File: config.mk
export PLATFORM = sky130hd
export DESIGN_NAME = bdepq_fstack
export DESIGN_NICKNAME = d
export VERILOG_FILES = /design/src/design/bdepq_fstack.sv
export SDC_FILE = /design/constraint.sdc
export NUM_CORES = 1
export LEC_CHECK = 0
export ABC_CLOCK_PERIOD_IN_PS = 3210
export BUFFER_PORTS_ARGS = -buffer_cell sky130_fd_sc_hd__buf_2
export CORE_UTILIZATION = 57
export DETAILED_ROUTE_END_ITERATION = 10
export GPL_ROUTABILITY_DRIVEN = 0
export PLACE_DENSITY = 0.83
export SLEW_MARGIN = 25
export SYNTH_ARGS = -nofsm -noshare
export SYNTH_HDL_FRONTEND = slang
export SYNTH_SLANG_ARGS = --single-unit
File: constraint.sdc
create_clock -name clk_i -period 3.21 [get_ports clk_i]
set_input_delay 0.1605 -clock clk_i [delete_from_list [all_inputs] [get_ports clk_i]]
set_output_delay 0.1605 -clock clk_i [all_outputs]
set_load 0.005 [all_outputs]
File: src/design/bdepq_fstack.sv
// ----------------------------------------------------------------------------
// bdepq_fstack
// LIFO of free handles in a memory. After reset entry j reads as j+1: a low
// water mark tracks how far the stack has been popped, and entries below it
// have never been written since reset. The top is read every cycle.
// ----------------------------------------------------------------------------
module bdepq_fstack #(
  parameter int unsigned CAPACITY = 64,
  localparam int unsigned HW      = $clog2(CAPACITY + 1),
  localparam int unsigned AW      = (CAPACITY > 1) ? $clog2(CAPACITY) : 1
) (
  input  logic          clk_i,
  input  logic          rst_ni,
  input  logic          pop_i,
  input  logic          push_i,
  input  logic [HW-1:0] push_hdl_i,
  output logic [HW-1:0] top_o,
  output logic          empty_o
);
  logic [HW-1:0] mem [CAPACITY];
  logic [HW-1:0] cnt_q, cnt_d;
  logic [HW-1:0] lw_q, lw_d;
  logic [HW-1:0] rd_q;
  logic [HW-1:0] init_q;
  logic          use_init_q;
  logic [HW-1:0] cnt_m1;
  logic [AW-1:0] raddr;
  logic [AW-1:0] waddr;

  assign cnt_m1 = cnt_q - HW'(1);
  assign raddr  = cnt_m1[AW-1:0];
  assign waddr  = cnt_q[AW-1:0];

  always_comb begin
    cnt_d = cnt_q;
    lw_d  = lw_q;
    if (pop_i) begin
      cnt_d = cnt_m1;
      if (cnt_m1 < lw_q) begin
        lw_d = cnt_m1;
      end
    end else if (push_i) begin
      cnt_d = cnt_q + HW'(1);
    end
  end

  always_ff @(posedge clk_i or negedge rst_ni) begin
    if (!rst_ni) begin
      cnt_q <= HW'(CAPACITY);
      lw_q  <= HW'(CAPACITY);
    end else begin
      cnt_q <= cnt_d;
      lw_q  <= lw_d;
    end
  end

  always_ff @(posedge clk_i) begin
    if (push_i) begin
      mem[waddr] <= push_hdl_i;
    end
    rd_q       <= mem[raddr];
    init_q     <= cnt_q;
    use_init_q <= (cnt_m1 < lw_q);
  end

  // below the low water mark an entry still holds its reset value j+1
  assign top_o   = use_init_q ? init_q : rd_q;
  assign empty_o = (cnt_q == '0);

endmodule
==> run metrics <==
status=finished, final reports clean; Ant. Diodes=0; max layer used=met4; CTS clk-pin slew, worst paths=approximately 60 ps; dominant cells by area after synthesis=edfxtp_1 71%, mux4_2 9.5%, nand2_1 2.3%, mux2i_1 2.0%, dfrtp_1 1.6%; largest net degree at the start of global routing=85; IO buf count=18; Max-cap violations=0; number of synthesized flops with an enable pin=448; synthesized cell area=around 19000 um^2; Area Growth Syn to Fin=12.3%; Worst R2R Setup Slack=between 100 and 150 ps; maximum clock rate=326 MHz; post-synthesis mux area share=around 14%; largest family of logic cells by synthesized area=multiplexers; Crit. Startpoint=cnt_q[0]; Avg Vias per Cell=6.34; placed inst area=about 20000 um^2; Worst-Skew Late Latency=between 500 and 600 ps; unrepaired setup endpoints after global routing=false; wire per inst=26.1 um; endpoints failing setup=0; Congestion Overflow GR=0; Synth warnings=0; Design Area, Final=~21000 um^2; Pleak=7.11 nW; WS Path Type=reg -> reg; area leader, netlist=edfxtp_1; max-slew violation count=0; antenna violations before repair=0; Rows=66; Synth Register Bits=between 400 and 500; complex-gate fraction of the synthesized area=2.74%; Gate Count Post-Synth=1040; clk buf depth=3; Clock Skews=around 16 ps; top post-synthesis cells by count=448 x edfxtp_1, 119 x nand2_1, 80 x mux4_2; Syn Nets=roughly 1100; Final HPWL DP=approximately 25000 um; TNS Setup=0 ps; routed wire length=~42000 um; syn_area_per_cell=approximately 18 um^2; First-pass DRT Iterations=5; asr flop ratio synth=under 10%; CTS tree=yes; initial drt markers=1382; Layout Utilization=around two thirds; Max VDD drop=between 0.001 and 0.0015 V; # H-tree levels=2; CTS Root Cell=clkbuf_16; TritonCTS buffer count=46; first-pass GRT wire length=approximately 62000 um; Synth Area in Adders=less than 1%; Main synth FF type=edfxtp_1; top cell type's share of synthesized area=70.7%; Worst Path Required=~3700 ps; vias in the first global route=10100; via count=10100; Synth Area in Simple Gates=under 10%; Die Footprint=34100 um^2; I/O Pins=19; Final Non-Filler Cells=1598; post-synth cell types=58; reg2reg end=rd_q[6]; Critical Path End Type=register; Synth Area in XOR/XNOR=less than 1%; Core Footprint=32700 um^2; DRC viols=0; Hold Crit Class=in -> async; Worst-Margin Slew=~830 ps; Die Span Y=between 150 and 200 um; PwrDens=slightly below 1000 nW/um^2; Worst setup SP type=register; most frequent cell after synthesis=edfxtp_1; CP arrival=~3600 ps; gr usage total=about a quarter; post-layout min period=a little over 3000 ps; metal2 WL=just over 20000 um; reg-to-reg startpoint=cnt_q[0]; Layout Nets=1139; maximum fanout along the worst path=45; period utilisation layout=~96%; share of post-route cells with drive strength above 1=22.4%; met3 wirelength from detailed routing=3890 um; WL met1=approximately 17000 um; Slew HR=44.5%; Worst Setup EP=rd_q[6]; Final Hold Viols=0; Worst Reg-to-Reg Cells=9; die width=185 um; # placed instances=approximately 1500; starting density of the core=about three fifths; Setup Buffers After CTS=0; FILL cells=about 2100; ANT nets after route=0; CTS Sinks=about 480; Seq/Total Area, Yosys=about three quarters
==> stage by stage <==
step                power (W)  hold slack, ps  setup slack, ps
floorplan              0.0135            -135          0.00422
global placement       0.0155             103              336
detailed placement     0.0157             105              265
CTS                    0.0210            88.2              203
global route           0.0218            98.1             20.9
finish                 0.0210            88.5              140
==> registers in the layout, indices dropped and copies added (netlist names) <==
name and flops:
mem 448, cnt_q 7, init_q 7, lw_q 7, rd_q 7, use_init_q 1
==> timing repair <==
action,in CTS,in global routing
hold endpoints to repair,17,0
hold buffers,2,0
resized for setup,0,0
==> report_power, final <==
group,switching (W),leakage (nW),internal (W),total (W)
Combinational,0.00488,2.09,0.00348,0.00835
Sequential,0.000215,4.32,0.00723,0.00745
Clock,0.00224,0.708,0.00295,0.00519
Total,0.00733,7.11,0.0137,0.0210
==> cell usage in the layout, fill, tap and decap left out, types with 12 or more instances in the layout <==
master / n
dfxtp_1: 15
buf_4: 69
mux2i_1: 38
clkbuf_1: 12
clkbuf_16: 48
nor2_1: 77
mux4_2: 80
nand3_1: 46
buf_2: 14
nand2_1: 119
o211ai_1: 12
edfxtp_1: 448
==> layer usage <==
metal / global-route usage, % / vias up
met3: 4.03 / 85
met2: 40.8 / 580
met1: 36.1 / 5183
met5: 0 / -
li1: - / 4283
met4: 7.97 / 0
==> critical path, stage by stage, from the launching register on <==
cell and delay [ps]:
dfrtp_4 450, inv_1 100, ha_4 210, xnor2_4 510, buf_4 610, nand2_1 110, a32o_1 270, a221oi_1 490
o211ai_1 160, nand3_1 90
==> how the worst min path moves through the flow <==
stage,startpoint,to,cells past startpoint
6_report,rst_ni,lw_q[2],2
5_1_grt,rst_ni,lw_q[2],2
4_1_cts,rst_ni,lw_q[1],2
3_5_place_dp,rst_ni,cnt_q[0],1
3_3_place_gp,rst_ni,cnt_q[1],1
2_1_floorplan,rst_ni,cnt_q[0],0
==> cell families after synthesis <==
family / count (synthesis)
flip-flops: 477
buffers and inverters: 70
XOR/XNOR: 10
adder cells (fa/ha/maj): 8
AND/OR/NAND/NOR: 271
multiplexers: 139
AO/OA/AOI/OAI: 65
==> final cells by class <==
| cell class | count | area, um^2 | area share, % |
|---|---|---|---|
| clock buffers | 62 | 1270 | 5.96 |
| clock inverters | 22 | 170 | 0.797 |
| inverters | 14 | 55.1 | 0.258 |
| multi-input cells | 493 | 4520 | 21.2 |
| flip-flops and latches | 477 | 14100 | 66.1 |
| well taps | 442 | 553 | 2.59 |
| repair buffers | 88 | 668 | 3.13 |
Power figures use the tool's default switching activity.
